--- config.mk ---
export PLATFORM = sky130hd
export DESIGN_NAME = ange_ctrl
export DESIGN_NICKNAME = d
export VERILOG_FILES = /design/src/ange_pkg.sv /design/src/ange_ctrl.sv
export SDC_FILE = /design/constraint.sdc
export NUM_CORES = 1
export LEC_CHECK = 0
export ABC_CLOCK_PERIOD_IN_PS = 5100
export BUFFER_PORTS_ARGS = -buffer_cell sky130_fd_sc_hd__buf_2
export CAP_MARGIN = 20
export CORE_MARGIN = 3
export CORE_UTILIZATION = 51
export DETAILED_ROUTE_END_ITERATION = 8
export PLACE_DENSITY = 0.82
export SYNTH_ARGS = -nofsm -noshare
export SYNTH_HDL_FRONTEND = slang
export SYNTH_SLANG_ARGS = --single-unit
--- constraint.sdc ---
create_clock -name clock -period 5.1 [get_ports clock]
set_clock_uncertainty 0.15 [all_clocks]
set_input_delay 1.02 -clock clock [delete_from_list [all_inputs] [get_ports clock]]
set_output_delay 1.02 -clock clock [all_outputs]
set_load 0.01 [all_outputs]
--- src/ange_pkg.sv ---
`default_nettype none

package ange_pkg;

   localparam int SAMPLE_BITS_DEF = 24;
   localparam int CHANNELS_DEF    = 2;

   localparam int CSR_INDEX_BITS = 3;
   localparam int CSR_DATA_BITS  = 24;
   localparam int STEP_BITS      = 4;

   localparam logic [23:0] UNITY_GAIN = 24'd8388608;
   localparam logic [23:0] W_KEEP     = 24'd16760439;
   localparam logic [23:0] W_NEW      = 24'd16777;
   localparam logic [STEP_BITS-1:0] LAST_STEP = 4'd15;

   typedef enum logic [CSR_INDEX_BITS-1:0] {
      CSR_THRESHOLD = 3'd0,
      CSR_ATTACK    = 3'd1,
      CSR_RELEASE   = 3'd2,
      CSR_SLOPE     = 3'd3,
      CSR_FLOOR     = 3'd4
   } csr_index_type;

   typedef struct packed {
      logic [22:0] threshold_level;
      logic [23:0] attack_coeff;
      logic [23:0] release_coeff;
      logic [15:0] expansion_slope;
      logic [22:0] range_floor;
   } cfg_type;

   typedef enum logic [3:0] {
      MAC_NONE,
      MAC_ENV_OLD,
      MAC_ENV_NEW,
      MAC_LOG,
      MAC_SLOPE,
      MAC_EXP,
      MAC_SM_OLD,
      MAC_SM_NEW,
      MAC_OUT0,
      MAC_OUT1
   } mac_sel_type;

   typedef enum logic [1:0] {
      ACC_HOLD,
      ACC_LOAD,
      ACC_ADD
   } acc_op_type;

   typedef struct packed {
      logic                 in_ready;
      mac_sel_type          mac_sel;
      acc_op_type           acc_op;
      logic [STEP_BITS-1:0] step;
      logic                 env_wr;
      logic                 log_init;
      logic                 log_src_thr;
      logic                 log_step;
      logic                 le_save;
      logic                 exp_init;
      logic                 exp_step;
      logic                 tgt_unity;
      logic                 tgt_wr;
      logic                 gain_wr;
      logic                 y0_wr;
      logic                 out_load;
   } dp_cmd_type;

   typedef struct packed {
      logic req_valid;
      logic below;
      logic out_full;
   } dp_status_type;

   typedef enum logic [4:0] {
      S_IDLE,
      S_ENV0,
      S_ENV1,
      S_ENVW,
      S_CHK,
      S_LOGE,
      S_LOGT0,
      S_LOGT,
      S_SLOPE,
      S_EXP0,
      S_EXP,
      S_TGT,
      S_SM0,
      S_SM1,
      S_SMW,
      S_OUT0,
      S_OUT1,
      S_OUT2
   } state_type;

endpackage

`default_nettype wire

--- src/ange_ctrl.sv ---
`default_nettype none

module ange_ctrl import ange_pkg::*; (
   input  wire           clock,
   input  wire           reset,
   input  dp_status_type status,
   output dp_cmd_type    cmd
);

   state_type            state_ff, state_in;
   logic [STEP_BITS-1:0] cnt_ff, cnt_in;

   always_ff @(posedge clock) begin
      if (reset) begin
         state_ff <= S_IDLE;
         cnt_ff   <= '0;
      end else begin
         state_ff <= state_in;
         cnt_ff   <= cnt_in;
      end
   end

   always_comb begin
      state_in    = state_ff;
      cnt_in      = cnt_ff;
      cmd         = '0;
      cmd.mac_sel = MAC_NONE;
      cmd.acc_op  = ACC_HOLD;
      cmd.step    = cnt_ff;
      case (state_ff)
         S_IDLE: begin
            cmd.in_ready = 1'b1;
            if (status.req_valid) state_in = S_ENV0;
         end
         S_ENV0: begin
            cmd.mac_sel = MAC_ENV_OLD;
            cmd.acc_op  = ACC_LOAD;
            state_in    = S_ENV1;
         end
         S_ENV1: begin
            cmd.mac_sel = MAC_ENV_NEW;
            cmd.acc_op  = ACC_ADD;
            state_in    = S_ENVW;
         end
         S_ENVW: begin
            cmd.env_wr = 1'b1;
            state_in   = S_CHK;
         end
         S_CHK: begin
            if (status.below) begin
               cmd.log_init = 1'b1;
               cnt_in       = '0;
               state_in     = S_LOGE;
            end else begin
               cmd.tgt_unity = 1'b1;
               state_in      = S_SM0;
            end
         end
         S_LOGE: begin
            cmd.mac_sel  = MAC_LOG;
            cmd.log_step = 1'b1;
            cnt_in       = cnt_ff + 4'd1;
            if (cnt_ff == LAST_STEP) state_in = S_LOGT0;
         end
         S_LOGT0: begin
            cmd.le_save     = 1'b1;
            cmd.log_init    = 1'b1;
            cmd.log_src_thr = 1'b1;
            cnt_in          = '0;
            state_in        = S_LOGT;
         end
         S_LOGT: begin
            cmd.mac_sel  = MAC_LOG;
            cmd.log_step = 1'b1;
            cnt_in       = cnt_ff + 4'd1;
            if (cnt_ff == LAST_STEP) state_in = S_SLOPE;
         end
         S_SLOPE: begin
            cmd.mac_sel = MAC_SLOPE;
            cmd.acc_op  = ACC_LOAD;
            state_in    = S_EXP0;
         end
         S_EXP0: begin
            cmd.exp_init = 1'b1;
            cnt_in       = '0;
            state_in     = S_EXP;
         end
         S_EXP: begin
            cmd.mac_sel  = MAC_EXP;
            cmd.exp_step = 1'b1;
            cnt_in       = cnt_ff + 4'd1;
            if (cnt_ff == LAST_STEP) state_in = S_TGT;
         end
         S_TGT: begin
            cmd.tgt_wr = 1'b1;
            state_in   = S_SM0;
         end
         S_SM0: begin
            cmd.mac_sel = MAC_SM_OLD;
            cmd.acc_op  = ACC_LOAD;
            state_in    = S_SM1;
         end
         S_SM1: begin
            cmd.mac_sel = MAC_SM_NEW;
            cmd.acc_op  = ACC_ADD;
            state_in    = S_SMW;
         end
         S_SMW: begin
            cmd.gain_wr = 1'b1;
            state_in    = S_OUT0;
         end
         S_OUT0: begin
            cmd.mac_sel = MAC_OUT0;
            cmd.acc_op  = ACC_LOAD;
            state_in    = S_OUT1;
         end
         S_OUT1: begin
            cmd.y0_wr   = 1'b1;
            cmd.mac_sel = MAC_OUT1;
            cmd.acc_op  = ACC_LOAD;
            state_in    = S_OUT2;
         end
         S_OUT2: begin
            if (!status.out_full) begin
               cmd.out_load = 1'b1;
               state_in     = S_IDLE;
            end
         end
         default: begin
            state_in = S_IDLE;
         end
      endcase
   end

   a_take_starts: assert property (@(posedge clock) disable iff (reset)
      (state_ff == S_IDLE && status.req_valid) |=> state_ff == S_ENV0)
      else $error("accepted item did not start envelope update");

   a_log_handover: assert property (@(posedge clock) disable iff (reset)
      (state_ff == S_LOGE && cnt_ff == LAST_STEP) |=> (state_ff == S_LOGT0 && cnt_ff == LAST_STEP + 4'd1))
      else $error("envelope log did not hand over to threshold log");

endmodule

`default_nettype wire

==> impl_metrics.json <==
{
  "clock-sinks": 9,
  "htree_num_levels": 1,
  "drt-initial-drc-count": 20,
  "worst-path-buf-inv": 1,
  "ant_nets": 0,
  "grt-ovfl-total": 0,
  "clk_latency_ns": 0.26,
  "synth_top_area_share": 0.2372,
  "globalplace.congestion": 0.8641,
  "cts_root_buffer": "clkbuf_4",
  "rows": 13,
  "nets": 140,
  "ctsResizeCount": 0,
  "synth_nets": 118,
  "post-route-min-period_ns": 2.949,
  "path_cells": "and3_1 > nor2_1 > nor2_1 > a21oi_1 > o22ai_1 > buf_2",
  "fp.dieArea_sq_mm": 0.001988,
  "post_cts_buffers": 0,
  "ff2ff_setup_slack_ns": 2.79,
  "port-buffer-count": 27,
  "die_h_microns": 44.59,
  "relSlewSlack": 0.5100,
  "min_path_type": "reg -> reg",
  "cts_tree": "yes",
  "tns_ns": 0,
  "grt_usage": 0.2212,
  "peakVddDrop_mv": 0.2517,
  "finalSetupViolCount": 0,
  "finalMaxSlewViolations": 0,
  "slowest_stage": "dfxtp_1",
  "core-area_sq_mm": 0.001350,
  "clockBufferDepth": 2,
  "yosysSeqAreaShare": 0.2372,
  "slowest_delay_ns": 0.79,
  "synth-edff-count": 0,
  "start_kind": "flip-flop",
  "drt-wirelength-per-cell_microns": 13.28,
  "worstSetupEndpointType": "output pin",
  "synth_area_per_cell_sq_um": 6.781,
  "path_common_cell": "nor2_1",
  "netlist_area_sq_um": 759.5,
  "p_leak_uw": 0.0003893,
  "dp_hpwl_microns": 1422,
  "hold-worst-slack_ns": 0.3773,
  "worstSetupPathType": "reg -> out",
  "period_share": 0.5782,
  "vias": 881,
  "outcome": "finished, final reports clean",
  "drive_gt1_frac": 0.2556,
  "hold_buffers": 0,
  "synthArstFlopShare": 0,
  "grt_max_degree": 25,
  "clkTransAtPathRegs_ns": 0.06,
  "ys_types": 36,
  "antenna_found_initial": 0,
  "yosysWarnings": 0,
  "grt_pass1_vias": 717,
  "fp.dieW_microns": 44.59,
  "grt_pass1_wl_microns": 3374,
  "worst_pin_slew_ns": 0.7340,
  "vias_per_cell": 5.953,
  "drc": 0,
  "cp_data_arrival_time_ns": 1.78,
  "yosys-top-cells-area": "dfxtp_1 24%, nand2_1 7.4%, nor2_1 7.4%, a21oi_1 7.2%, nand2b_1 4.1%",
  "ys.flop_type": "dfxtp_1",
  "drt_wl_total_microns": 1966,
  "required_ns": 3.93,
  "crit_fanout": 24,
  "synth_top_area_cell": "dfxtp_1",
  "syn2layout_area_growth_pct": 17.79,
  "drv_cap": 0,
  "p_per_area_mw_per_mm2": 410.0,
  "postSynthCellCount": 112,
  "grt_setup_unrepaired": "no",
  "fmax_ghz": 0.3391,
  "start_util": 0.5626,
  "hold_violations": 0,
  "path_delay_family": "flip-flops",
  "drt-pass1-iter-count": 4,
  "ios": 28,
  "cts_made_buffers": 3,
  "synth-seq-cells": 9,
  "diodes": 0
}
==> where the power goes <==
group / internal [uW] / switching [uW] / total, uW
registers: 80.9 / 45.6 / 126
clock network: 30.1 / 23.7 / 53.8
logic: 87.6 / 98.8 / 186
total: 199 / 168 / 367
==> worst register-to-register path, cell delays in order, from the launching register on <==
cell,delay (ns)
dfxtp_1,0.79
nor3_2,0.16
and2_4,0.21
a221o_1,0.42
or3_1,0.37
a21oi_1,0.14
==> cell usage in the layout, fill, tap and decap left out, types with 2 or more instances in the layout <==
cell type | Yosys | final
clkbuf_4 | 0 | 3
nand3b_1 | 2 | 2
nor3_1 | 4 | 4
a221o_1 | 2 | 2
a21oi_1 | 11 | 11
nor2_1 | 15 | 15
nand3_1 | 3 | 3
o21ai_0 | 2 | 2
a311oi_1 | 2 | 2
o22ai_1 | 2 | 2
nand2_1 | 15 | 15
a211oi_1 | 2 | 2
or3_1 | 5 | 5
nand2b_1 | 5 | 5
inv_1 | 3 | 3
and3_1 | 3 | 3
dfxtp_1 | 9 | 9
nor2b_1 | 2 | 2
buf_2 | 3 | 27
==> cell usage after synthesis (all sizes together), types with 2 or more instances <==
master / count
a211oi: 2
a21oi: 12
a221o: 2
a311oi: 2
and3: 3
buf: 5
clkbuf: 5
dfxtp: 9
inv: 3
nand2: 15
nand2b: 5
nand3: 3
nand3b: 2
nor2: 15
nor2b: 2
nor3: 5
o21ai: 2
o22ai: 2
or3: 5
==> state kept, by name, summed over array words and instances (netlist names) <==
register  flops
cnt_ff        4
state_ff      5
==> kinds of logic after synthesis <==
family	Yosys count	synth area share
simple gates	60	0.4086
compound gates	28	0.2521
buf+inv	13	0.07413
flops	9	0.2372
xor+xnor	1	0.01153
fa+ha+maj	1	0.01647
==> metal layers <==
layer | global-route usage | share of wire | up-vias
met4 | 0.01807 | 0.0041 | 0
met1 | 0.3309 | 0.46 | 412
met5 | 0 | 0 | -
li1 | - | - | 446
met2 | 0.3238 | 0.47 | 21
met3 | 0.06098 | 0.064 | 2
==> metrics by stage <==
stage	instances	area (sq um)	setup slack, ns	utilization	total power (uW)
global route	148	894.6	1.963	0.6627	399.7
global placement	144	868.3	2.390	0.6432	310.9
floorplan	112	759.5	2.477	-	265.2
CTS	148	894.6	2.173	0.6627	367.7
detailed placement	144	868.3	2.384	0.6432	314.2
finish	148	894.6	2.151	0.6627	366.8
==> path summary, 6_finish.rpt <==
check,cells past startpoint,start,endpoint
hold reg to reg,1,cnt_ff[3]$_SDFFE_PP0P_,cnt_ff[3]$_SDFFE_PP0P_
setup / recovery,6,state_ff[3]$_SDFFE_PP0P_,cmd[16]
hold / removal,1,cnt_ff[3]$_SDFFE_PP0P_,cnt_ff[3]$_SDFFE_PP0P_
setup reg to reg,5,state_ff[3]$_SDFFE_PP0P_,state_ff[2]$_SDFFE_PP0P_
==> area by class of cell <==
cell class                      instances  area [sq um]
Tap cell                               15         18.77
Timing Repair Buffer                   27         135.1
Multi-Input combinational cell         90         523.0
Inverter                                3         11.26
Sequential cell                         9         180.2
Fill cell                             124         455.4
Clock buffer                            4         26.28
No activity file was read; power rests on OpenSTA's default activity.
