--- config.mk ---
export PLATFORM = sky130hd
export DESIGN_NAME = ange_csr_flat
export DESIGN_NICKNAME = d
export VERILOG_FILES = /design/src/ange_pkg.sv /design/src/ange_if.sv /design/src/ange_csr.sv /design/src/flat_wrapper.sv
export SDC_FILE = /design/constraint.sdc
export NUM_CORES = 1
export LEC_CHECK = 0
export ABC_AREA = 1
export BUFFER_PORTS_ARGS = -buffer_cell sky130_fd_sc_hd__buf_4
export CAP_MARGIN = 40
export CORE_UTILIZATION = 50
export DETAILED_ROUTE_END_ITERATION = 16
export PLACE_DENSITY = 0.79
export SYNTH_ARGS = -nofsm -noshare
export SYNTH_HDL_FRONTEND = slang
export SYNTH_SLANG_ARGS = --single-unit
--- constraint.sdc ---
create_clock -name clock -period 1.19 [get_ports clock]
set_input_delay 0.119 -clock clock [delete_from_list [all_inputs] [get_ports clock]]
set_output_delay 0.119 -clock clock [all_outputs]
set_load 0.01 [all_outputs]
--- src/ange_pkg.sv ---
`default_nettype none

package ange_pkg;

   localparam int SAMPLE_BITS_DEF = 24;
   localparam int CHANNELS_DEF    = 2;

   localparam int CSR_INDEX_BITS = 3;
   localparam int CSR_DATA_BITS  = 24;
   localparam int STEP_BITS      = 4;

   localparam logic [23:0] UNITY_GAIN = 24'd8388608;
   localparam logic [23:0] W_KEEP     = 24'd16760439;
   localparam logic [23:0] W_NEW      = 24'd16777;
   localparam logic [STEP_BITS-1:0] LAST_STEP = 4'd15;

   typedef enum logic [CSR_INDEX_BITS-1:0] {
      CSR_THRESHOLD = 3'd0,
      CSR_ATTACK    = 3'd1,
      CSR_RELEASE   = 3'd2,
      CSR_SLOPE     = 3'd3,
      CSR_FLOOR     = 3'd4
   } csr_index_type;

   typedef struct packed {
      logic [22:0] threshold_level;
      logic [23:0] attack_coeff;
      logic [23:0] release_coeff;
      logic [15:0] expansion_slope;
      logic [22:0] range_floor;
   } cfg_type;

   typedef enum logic [3:0] {
      MAC_NONE,
      MAC_ENV_OLD,
      MAC_ENV_NEW,
      MAC_LOG,
      MAC_SLOPE,
      MAC_EXP,
      MAC_SM_OLD,
      MAC_SM_NEW,
      MAC_OUT0,
      MAC_OUT1
   } mac_sel_type;

   typedef enum logic [1:0] {
      ACC_HOLD,
      ACC_LOAD,
      ACC_ADD
   } acc_op_type;

   typedef struct packed {
      logic                 in_ready;
      mac_sel_type          mac_sel;
      acc_op_type           acc_op;
      logic [STEP_BITS-1:0] step;
      logic                 env_wr;
      logic                 log_init;
      logic                 log_src_thr;
      logic                 log_step;
      logic                 le_save;
      logic                 exp_init;
      logic                 exp_step;
      logic                 tgt_unity;
      logic                 tgt_wr;
      logic                 gain_wr;
      logic                 y0_wr;
      logic                 out_load;
   } dp_cmd_type;

   typedef struct packed {
      logic req_valid;
      logic below;
      logic out_full;
   } dp_status_type;

   typedef enum logic [4:0] {
      S_IDLE,
      S_ENV0,
      S_ENV1,
      S_ENVW,
      S_CHK,
      S_LOGE,
      S_LOGT0,
      S_LOGT,
      S_SLOPE,
      S_EXP0,
      S_EXP,
      S_TGT,
      S_SM0,
      S_SM1,
      S_SMW,
      S_OUT0,
      S_OUT1,
      S_OUT2
   } state_type;

endpackage

`default_nettype wire

--- src/ange_if.sv ---
`default_nettype none


interface ange_csr_if import ange_pkg::*; ();
   logic                      valid;
   logic                      ready;
   logic [CSR_INDEX_BITS-1:0] wr_index;
   logic [CSR_DATA_BITS-1:0]  wr_data;
   modport source (output valid, wr_index, wr_data, input ready);
   modport sink   (input valid, wr_index, wr_data, output ready);
endinterface

`default_nettype wire

--- src/ange_csr.sv ---
`default_nettype none

module ange_csr import ange_pkg::*; (
   input  wire     clock,
   input  wire     reset,
   ange_csr_if.sink csr_bus,
   output cfg_type cfg
);

   cfg_type cfg_ff;
   cfg_type cfg_in;

   assign csr_bus.ready = 1'b1;
   assign cfg = cfg_ff;

   always_comb begin
      cfg_in = cfg_ff;
      if (csr_bus.valid) begin
         case (csr_index_type'(csr_bus.wr_index))
            CSR_THRESHOLD: cfg_in.threshold_level = csr_bus.wr_data[22:0];
            CSR_ATTACK:    cfg_in.attack_coeff    = csr_bus.wr_data[23:0];
            CSR_RELEASE:   cfg_in.release_coeff   = csr_bus.wr_data[23:0];
            CSR_SLOPE:     cfg_in.expansion_slope = csr_bus.wr_data[15:0];
            CSR_FLOOR:     cfg_in.range_floor     = csr_bus.wr_data[22:0];
            default:       cfg_in = cfg_ff;
         endcase
      end
   end

   always_ff @(posedge clock) begin
      if (reset) begin
         cfg_ff.threshold_level <= 23'd83886;
         cfg_ff.attack_coeff    <= 24'd16431300;
         cfg_ff.release_coeff   <= 24'd16773721;
         cfg_ff.expansion_slope <= 16'd58982;
         cfg_ff.range_floor     <= 23'd839;
      end else begin
         cfg_ff <= cfg_in;
      end
   end

endmodule

`default_nettype wire

--- src/flat_wrapper.sv ---
// flat-port wrapper written by rule: the top's interface ports become plain ports
module ange_csr_flat import ange_pkg::*;
  (clock, reset, cfg, csr_bus_valid, csr_bus_wr_index, csr_bus_wr_data, csr_bus_ready);
  ange_csr_if csr_bus_i ();
  input  wire clock;
  input  wire reset;
  output cfg_type cfg;
  input wire logic [$bits(csr_bus_i.valid)-1:0] csr_bus_valid;
  input wire logic [$bits(csr_bus_i.wr_index)-1:0] csr_bus_wr_index;
  input wire logic [$bits(csr_bus_i.wr_data)-1:0] csr_bus_wr_data;
  output wire logic [$bits(csr_bus_i.ready)-1:0] csr_bus_ready;
  assign csr_bus_i.valid = csr_bus_valid;
  assign csr_bus_i.wr_index = csr_bus_wr_index;
  assign csr_bus_i.wr_data = csr_bus_wr_data;
  assign csr_bus_ready = csr_bus_i.ready;
  ange_csr u_core (.clock(clock), .reset(reset), .csr_bus(csr_bus_i), .cfg(cfg));
endmodule
==> flow_summary.yaml, run 1 <==
outcome:
  run_status: "completed"
critical_path:
  family_with_the_most_delay_on_the_worst_path: "flip-flops"
  ff2ff_setup_slack_ps: 560
  critPathCaptureType: "output pin"
  slowest_delay_ps: 390
  path_class: "flip-flop to output pin"
  reg2reg_launch_point: "u_core.cfg[71]$_SDFFE_PP0P_"
  reg2regPathDepth: 2
  timing.critical_path.from_type: "flip-flop"
  worstPathRequired_ps: 1070
  crit_arrival_ps: 880
  crit_path_cell_trace: "buf_4"
  rr_endpoint: "u_core.cfg[71]$_SDFFE_PP0P_"
  critical_path_buf_inv_count: 1
  crit_fanout: 2
  cp_slowest_cell: "dfxtp_1"
synthesis:
  synth_largest_type_area_fraction_pct: 53.0
  synthTopCellsByCount: "175 x nand2_1, 114 x nor2_1, 110 x dfxtp_1, 110 x nand3_1, 28 x inv_1"
  synthesis.nets: 609
  synth_adder_area_share_pct: 0
  yosysSeqAreaShare_pct: 53.0
  cell_types_with_the_largest_area_share_after_synthesis: "dfxtp_1 53%, nand2_1 16%, nand3_1 13%"
  synth_simple_gate_area_share_pct: 40.3
  cell_with_the_most_instances_after_synthesis: "nand2_1"
  synth_async_sr_flop_share_pct: 0
  netlist-cell-type-count: 14
  post_synth.cell_area_avg_um2: 7.17
  synthesis.yosys.warnings: 0
  synth-seq-cells: 110
  synth_xor_area_share_pct: 0
  yosys.area.top_type: "dfxtp_1"
  post_synth_design_cell_area_um2: 4150
  synth_compound_gate_area_share_pct: 0
  largest_family_of_logic_cells_by_synthesized_area: "simple AND/OR/NAND/NOR gates"
  postSynthCellCount: 579
  ys_dominant_reg_cell: "dfxtp_1"
  synthMuxAreaShare_pct: 0
  synth-edff-count: 0
clocking:
  ctsRootBufferMaster: "clkbuf_8"
  cts_max_path_buffers: 2
  clk_transition_reported_paths_ps: 100
  clock_tree_from_tritoncts: "built"
  number_of_buffers_inserted_during_clock_tree_synthesis: 9
  cts.sinks: 110
  worstSkewPairLatency_ps: 360
  htree_levels: 3
sta:
  hold_slack_ps: 14.6
  fin_crit_share_pct: 84.3
  timing.final.setup_violations: 0
  finalHoldViolCount: 0
  pins_over_slew_limit: 0
  worst_clock_skew_ps: 0
  timing.fmax_ghz: 0.997
  grt_setup_unrepaired: "no"
  final_critical_path_setup_slack_ps: 187
  final_period_demand_of_the_worst_path_ps: 1000
cells_and_area:
  antenna-diode-count: 0
  area.growth.synth_to_final_pct: 40.9
  postLayoutCoreUtil_pct: 74.2
  design.final.nets: 774
  ratio_of_cells_with_drive_above_1_in_the_final_layout_pct: 25.5
  finish.cell_count_without_fillers: 851
  multi_input_comb_area_um2: 1680
  largest_reg_flops: 110
  seq_area_um2: 2200
  num-fill-cells: 600
detailed_routing:
  routed_wl_um: 12500
  final_routed_drc_violation_total: 0
  route.detailed.vias_per_inst: 5.11
  dr.first_iter.drc_count: 249
  detail-route-antenna-nets: 0
  avgRoutedWirePerCell_um: 14.7
  num_vias: 4350
  drt-pass1-iter-count: 7
die:
  io_pins: 141
  die_width_um: 93.2
  core-area_um2: 7890
  initial_core_util_pct: 52.7
  std_cell_rows: 32
  dieArea_um2: 8680
  die_y_um: 93.2
hold_path:
  hold_path_depth: 3
  hold_path_startpoint: "csr_bus_wr_data[9]"
  holdCritPathClass: "input port to flip-flop"
  hold_path_end: "u_core.cfg[48]$_SDFFE_PP1P_"
pwr:
  cell_internal_pwr_mw: 5.27
  pwr-share-comb_pct: 13.9
  fin_total_pwr_mw: 7.19
  netSwitchingFraction_pct: 26.7
  power.leakage_nw: 2.92
  share_clk_of_total_power_pct: 32.0
  power.switching_mw: 1.92
  powerDensity_nw_per_um2: 1230
  power_frac_seq_pct: 54.0
  power.ir.vdd_worst_mv: 0.792
flow_run:
  drv_cap: 0
place:
  place.port_buffers: 139
  place_hpwl_um: 8960
  post-place-cells: 815
  place_congestion: 0.876
  preCtsSetupSlack_ps: -105
global_routing:
  number_of_global_route_vias_before_repair: 4213
  grt_remaining_overflow: 0
  antenna_violations_before_repair: 0
  grt_pass1_wl_um: 20000
  maximum_number_of_pins_on_one_net_before_global_route_repair: 56
  grt_usage_pct: 30.0
==> routing by layer <==
layer	up-vias	track usage [%]	share of wire [%]
met4	0	12.9	3.4
met5	-	0	0
met2	197	53.0	48
li1	2126	-	-
met3	32	5.69	8.2
met1	1995	35.5	40
==> final cells by class <==
cell class	instances	share of cell area [%]
timing repair buffer	187	26.1
clock buffer	9	2.12
sequential	110	37.6
multi-input combinational	406	28.7
tap	102	2.18
clock inverter	7	1.37
inverter	30	1.92
==> logic make-up after synthesis <==
logic type	after synthesis
flops	110
other cells	1
buf+inv	63
simple gates	405
==> power groups by stage <==
stage / combinational [mW] / clock [mW] / sequential [mW]
after floorplan: 0.389 / 0 / 4.02
after global placement: 0.912 / 0 / 3.96
after detailed placement: 0.937 / 0 / 3.97
after CTS: 0.992 / 2.31 / 3.88
after global routing: 1.10 / 2.46 / 3.90
final: 1.00 / 2.30 / 3.89
==> tightest hold or removal path, cell delays in order <==
cell and delay [ps]:
buf_4 120, nand2_1 60, nand3_1 50
==> worst max-delay path by stage <==
stage | startpoint | endpoint | depth (start not counted)
final | u_core.cfg[94]$_SDFFE_PP1P_ | cfg[94] | 1
after global routing | u_core.cfg[94]$_SDFFE_PP1P_ | cfg[94] | 1
after CTS | u_core.cfg[94]$_SDFFE_PP1P_ | cfg[94] | 1
after detailed placement | csr_bus_wr_index[2] | u_core.cfg[54]$_SDFFE_PP1P_ | 7
after global placement | csr_bus_wr_index[2] | u_core.cfg[39]$_SDFFE_PP1P_ | 6
after floorplan | csr_bus_wr_index[1] | u_core.cfg[52]$_SDFFE_PP1P_ | 6
==> through the flow <==
stage,setup TNS (ps),cell area (µm²)
after CTS,0,5850
after global routing,0,5850
after floorplan,0,4150
final,0,5850
after global placement,-10290,5420
after detailed placement,-3020,5450
==> layout by cell type (no fill, tap or decap), types with 2 or more instances in the layout <==
master and count:
clkbuf_8 9, clkinv_1 2, nand2_1 175, buf_4 160
dlygate4sd3_1 20, inv_6 2, nor2_1 113, dfxtp_1 110
nor2_2 6, nand3_1 110, inv_1 27, buf_12 5
==> timing repair <==
item / 4_1_cts / 5_1_grt
gates resized for setup: 0 / 0
setup buffers: 0 / 0
hold buffers: 20 / 0
hold endpoints to repair: 33 / 0
Power figures use the tool's default switching activity.
==> run 2, diff against run 1 <==
==> constraint.sdc (replaced) <==
create_clock -name clock -period 1 [get_ports clock]
set_input_delay 0.1 -clock clock [delete_from_list [all_inputs] [get_ports clock]]
set_output_delay 0.1 -clock clock [all_outputs]
set_load 0.01 [all_outputs]
==> run 2 against run 1 <==
Against the previous run:
- non-clock buffer count grew 7
- largest cell class unchanged
- flip-flop and latch count is the same
- register-to-register slack lost 180 ps
- global-route usage shrank 0.81 points
- final area grew 0.83%
- sequential power grew 19%
- count of clock-buffer cells in the layout grew 4
- routed wire length shrank 1.2%
- final cell count grew 0.82%
- total power grew 17%
- hold slack gained 18 ps
- first-iteration DRC count shrank 1.6%
==> flow_summary.yaml, run 2 (synthesis results as in run 1) <==
die:
  dieArea_um2: 8680
  std_cell_rows: 32
  initial_core_util_pct: 52.7
  die_y_um: 93.2
  die_width_um: 93.2
  io_pins: 141
  core-area_um2: 7890
place:
  place_hpwl_um: 9020
  post-place-cells: 819
  place_congestion: 0.861
  place.port_buffers: 139
clocking:
  cts_setup_buffers: 0
  clock_tree_from_tritoncts: "built"
  cts.sinks: 110
  clk_transition_reported_paths_ps: 100
  worstSkewPairLatency_ps: 360
  number_of_buffers_inserted_during_clock_tree_synthesis: 9
  htree_levels: 3
  ctsRootBufferMaster: "clkbuf_8"
  cts_max_path_buffers: 2
sta:
  finalHoldViolCount: 0
  fin_crit_share_pct: 96.8
  worst_clock_skew_ps: 0
  timing.final.setup_violations: 0
  hold_slack_ps: 32.7
  pins_over_slew_limit: 0
  final_period_demand_of_the_worst_path_ps: 968
  grt_setup_unrepaired: "no"
  timing.fmax_ghz: 1.03
global_routing:
  number_of_global_route_vias_before_repair: 4157
  antenna_violations_before_repair: 0
  maximum_number_of_pins_on_one_net_before_global_route_repair: 56
  grt_usage_pct: 29.2
  grt_remaining_overflow: 0
  grt_pass1_wl_um: 19600
cells_and_area:
  multi_input_comb_area_um2: 1680
  area.growth.synth_to_final_pct: 42.1
  antenna-diode-count: 0
  finish.cell_count_without_fillers: 858
  seq_area_um2: 2210
  final_common_cell: "nand2_1"
  final_cell_mix: "175 x nand2_1, 165 x buf_4, 113 x nor2_1"
  num-fill-cells: 613
  design.final.nets: 781
  largest_reg_flops: 110
  ratio_of_cells_with_drive_above_1_in_the_final_layout_pct: 26.3
pwr:
  fin_total_pwr_mw: 8.42
  powerDensity_nw_per_um2: 1430
  power.leakage_nw: 2.94
  power.ir.vdd_worst_mv: 0.937
hold_path:
  holdCritPathClass: "input port to flip-flop"
critical_path:
  critPathCaptureType: "output pin"
  cp_slowest_cell: "dfxtp_1"
  family_with_the_most_delay_on_the_worst_path: "flip-flops"
  worstPathRequired_ps: 900
  path_class: "flip-flop to output pin"
  crit_fanout: 2
  critical_path_buf_inv_count: 1
  timing.critical_path.from_type: "flip-flop"
  crit_arrival_ps: 870
  crit_path_cell_trace: "buf_4"
  slowest_delay_ps: 380
flow_run:
  drv_cap: 0
detailed_routing:
  final_routed_drc_violation_total: 0
  dr.first_iter.drc_count: 245
  routed_wl_um: 12400
  num_vias: 4357
  drt-pass1-iter-count: 4
  route.detailed.vias_per_inst: 5.08
  avgRoutedWirePerCell_um: 14.4
  detail-route-antenna-nets: 0
outcome:
  run_status: "completed"
[run 2: cell types whose count changed in the layout (fill, tap and decap cells not counted), sizes merged]
cell	previous run	this run
buf	167	171
bufinv	1	0
clkbuf	9	13
clkinvlp	1	0
dlygate4sd3	20	23
inv	31	29
[run 2: final timing paths]
kind / startpoint / end / slack, ps / cells past startpoint
max reg2reg: u_core.cfg[83]$_SDFFE_PP1P_ / u_core.cfg[83]$_SDFFE_PP1P_ / 380 / 2
min: csr_bus_wr_data[2] / u_core.cfg[89]$_SDFFE_PP1P_ / 30 / 3
min reg2reg: u_core.cfg[28]$_SDFFE_PP1P_ / u_core.cfg[28]$_SDFFE_PP1P_ / 470 / 2
max: u_core.cfg[77]$_SDFFE_PP0P_ / cfg[77] / 30 / 1
[run 2: report_power, final]
| group | internal, mW | leakage (nW) | switching [mW] |
|---|---|---|---|
| sequential | 4.54 | 0.895 | 0.0896 |
| clock | 1.13 | 0.100 | 1.46 |
| combinational | 0.556 | 1.95 | 0.646 |
| total | 6.23 | 2.94 | 2.20 |
[run 2: area by class of cell]
type | count | share of cell area (%)
clock buffers | 13 | 2.86
clock inverters | 3 | 0.445
inverters | 30 | 1.91
multi-input cells | 406 | 28.5
flip-flops and latches | 110 | 37.4
well taps | 102 | 2.16
repair buffers | 194 | 26.8
[run 2: through the flow]
step / setup TNS, ps / setup WS, ps / cell area [µm²] / util (%)
final: 0 / 31.5 / 5900 / 74.8
after global routing: 0 / 0.0888 / 5900 / 74.8
after detailed placement: -11880 / -225 / 5470 / 69.4
after CTS: 0 / 19.0 / 5900 / 74.7
after floorplan: 0 / 87.4 / 4150 / -
after global placement: -24330 / -426 / 5440 / 69.0
[run 2: repair_timing]
action	4_1_cts	5_1_grt
gates resized for setup	0	5
hold endpoints to repair	45	0
hold buffers	23	0
setup endpoints to repair	0	5
[run 2: routing by layer]
layer | GRT usage, % | wire, µm
met5 | 0 | 0
met4 | 15.8 | 458
met3 | 5.37 | 913
met2 | 49.3 | 5890
met1 | 35.3 | 5130
==> run 3, diff against run 2 <==
--- a/config.mk
+++ b/config.mk
@@ -8,9 +8,11 @@
 export ABC_AREA = 1
 export BUFFER_PORTS_ARGS = -buffer_cell sky130_fd_sc_hd__buf_4
 export CAP_MARGIN = 40
-export CORE_UTILIZATION = 50
+export CELL_PAD_IN_SITES_DETAIL_PLACEMENT = 1
+export CELL_PAD_IN_SITES_GLOBAL_PLACEMENT = 2
+export CORE_UTILIZATION = 26
 export DETAILED_ROUTE_END_ITERATION = 16
-export PLACE_DENSITY = 0.79
+export PLACE_DENSITY = 0.77
 export SYNTH_ARGS = -nofsm -noshare
 export SYNTH_HDL_FRONTEND = slang
 export SYNTH_SLANG_ARGS = --single-unit
==> run 3 against run 2 <==
Against the previous run:
- first-iteration DRC count decreased by 11%
- global-route usage decreased by 11 points
- utilization decreased by 35 points
- final cell count increased by 12%
- largest power group unchanged
==> flow_summary.yaml, run 3 (synthesis results as in run 1) <==
pwr:
  cell_internal_pwr_mw: 7.18
  power.leakage_nw: 2.97
  power_frac_seq_pct: 48.3
  share_clk_of_total_power_pct: 38.8
  netSwitchingFraction_pct: 25.1
  pwr-share-comb_pct: 12.9
  fin_total_pwr_mw: 9.59
  powerDensity_nw_per_um2: 1550
  power.switching_mw: 2.41
  power.ir.vdd_worst_mv: 0.812
clocking:
  ctsRootBufferMaster: "clkbuf_16"
  worstSkewPairLatency_ps: 350
  cts.sinks: 110
  number_of_buffers_inserted_during_clock_tree_synthesis: 9
  clock_tree_from_tritoncts: "built"
  clk_transition_reported_paths_ps: 70
  cts_setup_buffers: 0
  cts_max_path_buffers: 2
  htree_levels: 3
sta:
  grt_setup_unrepaired: "no"
  fin_crit_share_pct: 97.3
  final_period_demand_of_the_worst_path_ps: 973
  hold_slack_ps: 15.3
  timing.final.setup_violations: 0
  timing.fmax_ghz: 1.03
  finalHoldViolCount: 0
  worst_clock_skew_ps: 0
  totalNegativeSetupSlack_ps: 0
  pins_over_slew_limit: 0
die:
  die_width_um: 128
  core-area_um2: 15400
  dieArea_um2: 16500
  initial_core_util_pct: 27.0
  die_y_um: 128
  io_pins: 141
  std_cell_rows: 45
critical_path:
  path_class: "flip-flop to output pin"
  crit_fanout: 2
  crit_arrival_ps: 870
  critPathCaptureType: "output pin"
  crit_path_cell_trace: "buf_4"
  timing.critical_path.from_type: "flip-flop"
  slowest_delay_ps: 380
  reg2reg_launch_point: "u_core.cfg[2]$_SDFFE_PP1P_"
  cp_slowest_cell: "dfxtp_1"
  reg2regPathDepth: 2
  critical_path_buf_inv_count: 1
  family_with_the_most_delay_on_the_worst_path: "flip-flops"
  ff2ff_setup_slack_ps: 400
  worstPathRequired_ps: 900
  rr_endpoint: "u_core.cfg[2]$_SDFFE_PP1P_"
global_routing:
  maximum_number_of_pins_on_one_net_before_global_route_repair: 45
  number_of_global_route_vias_before_repair: 4303
  grt_remaining_overflow: 0
  antenna_violations_before_repair: 0
  grt_usage_pct: 18.7
  grt_pass1_wl_um: 23300
place:
  place_hpwl_um: 11000
  place.port_buffers: 139
  place_congestion: 0.763
cells_and_area:
  final_cell_mix: "175 x nand2_1, 157 x buf_4, 111 x nor2_1"
  area.growth.synth_to_final_pct: 48.6
  antenna-diode-count: 0
  final_common_cell: "nand2_1"
  seq_area_um2: 2200
  num-fill-cells: 1921
  multi_input_comb_area_um2: 1680
  largest_reg_flops: 110
  postLayoutCoreUtil_pct: 40.2
  ratio_of_cells_with_drive_above_1_in_the_final_layout_pct: 25.7
  design.final.nets: 776
hold_path:
  hold_path_end: "u_core.cfg[89]$_SDFFE_PP1P_"
  hold_path_depth: 3
  hold_path_startpoint: "csr_bus_wr_data[2]"
  holdCritPathClass: "input port to flip-flop"
detailed_routing:
  avgRoutedWirePerCell_um: 15.4
  final_routed_drc_violation_total: 0
  num_vias: 4232
  detail-route-antenna-nets: 0
  route.detailed.vias_per_inst: 4.40
  routed_wl_um: 14900
  drt-pass1-iter-count: 4
  dr.first_iter.drc_count: 219
flow_run:
  drv_cap: 0
outcome:
  run_status: "completed"
[run 3: worst max-delay path by stage]
stage          depth (start not counted)                   startpoint                           to  slack, ps
2_1_floorplan                          6          csr_bus_wr_index[1]  u_core.cfg[52]$_SDFFE_PP1P_         90
3_3_place_gp                           7          csr_bus_wr_index[2]  u_core.cfg[11]$_SDFFE_PP0P_        -50
3_5_place_dp                           6          csr_bus_wr_index[2]  u_core.cfg[43]$_SDFFE_PP1P_       -110
4_1_cts                                1  u_core.cfg[87]$_SDFFE_PP0P_                      cfg[87]          2
5_1_grt                                1  u_core.cfg[98]$_SDFFE_PP0P_                      cfg[98]          2
6_report                               1  u_core.cfg[56]$_SDFFE_PP1P_                      cfg[56]         30
[run 3: per-stage QoR]
step,cells,setup slack (ps),cell area (µm²)
finish,962,26.5,6170
global route,962,1.72,6170
CTS,962,1.78,6170
detailed placement,924,-108,5640
global placement,924,-50.5,5640
floorplan,579,87.4,4150
[run 3: final cells by class]
type,count,share of cell area (%)
clock buffers,13,4.22
multi-input cells,406,27.3
inverters,30,1.97
well taps,211,4.28
flip-flops and latches,110,35.7
clock inverters,3,0.689
repair buffers,189,25.9
[run 3: layer usage]
metal	global-route usage, %	vias to the layer above	wire (µm)
met5	0	-	0
met4	7.54	0	254
met3	3.08	14	566
met2	30.4	83	6960
met1	24.8	2001	7080
li1	-	2134	-
[run 3: what timing repair did]
action	CTS	global route
hold endpoints to repair	42	0
endpoints found under the setup margin	0	2
resized for setup	0	2
hold buffers	22	0
[run 3: power groups by stage]
stage | clock network, mW | registers (mW) | logic, mW
6_report | 3.72 | 4.63 | 1.24
5_1_grt | 4.01 | 4.65 | 1.36
4_1_cts | 3.84 | 4.63 | 1.25
3_5_place_dp | 0 | 4.73 | 1.18
3_3_place_gp | 0 | 4.73 | 1.15
2_1_floorplan | 0 | 4.78 | 0.463
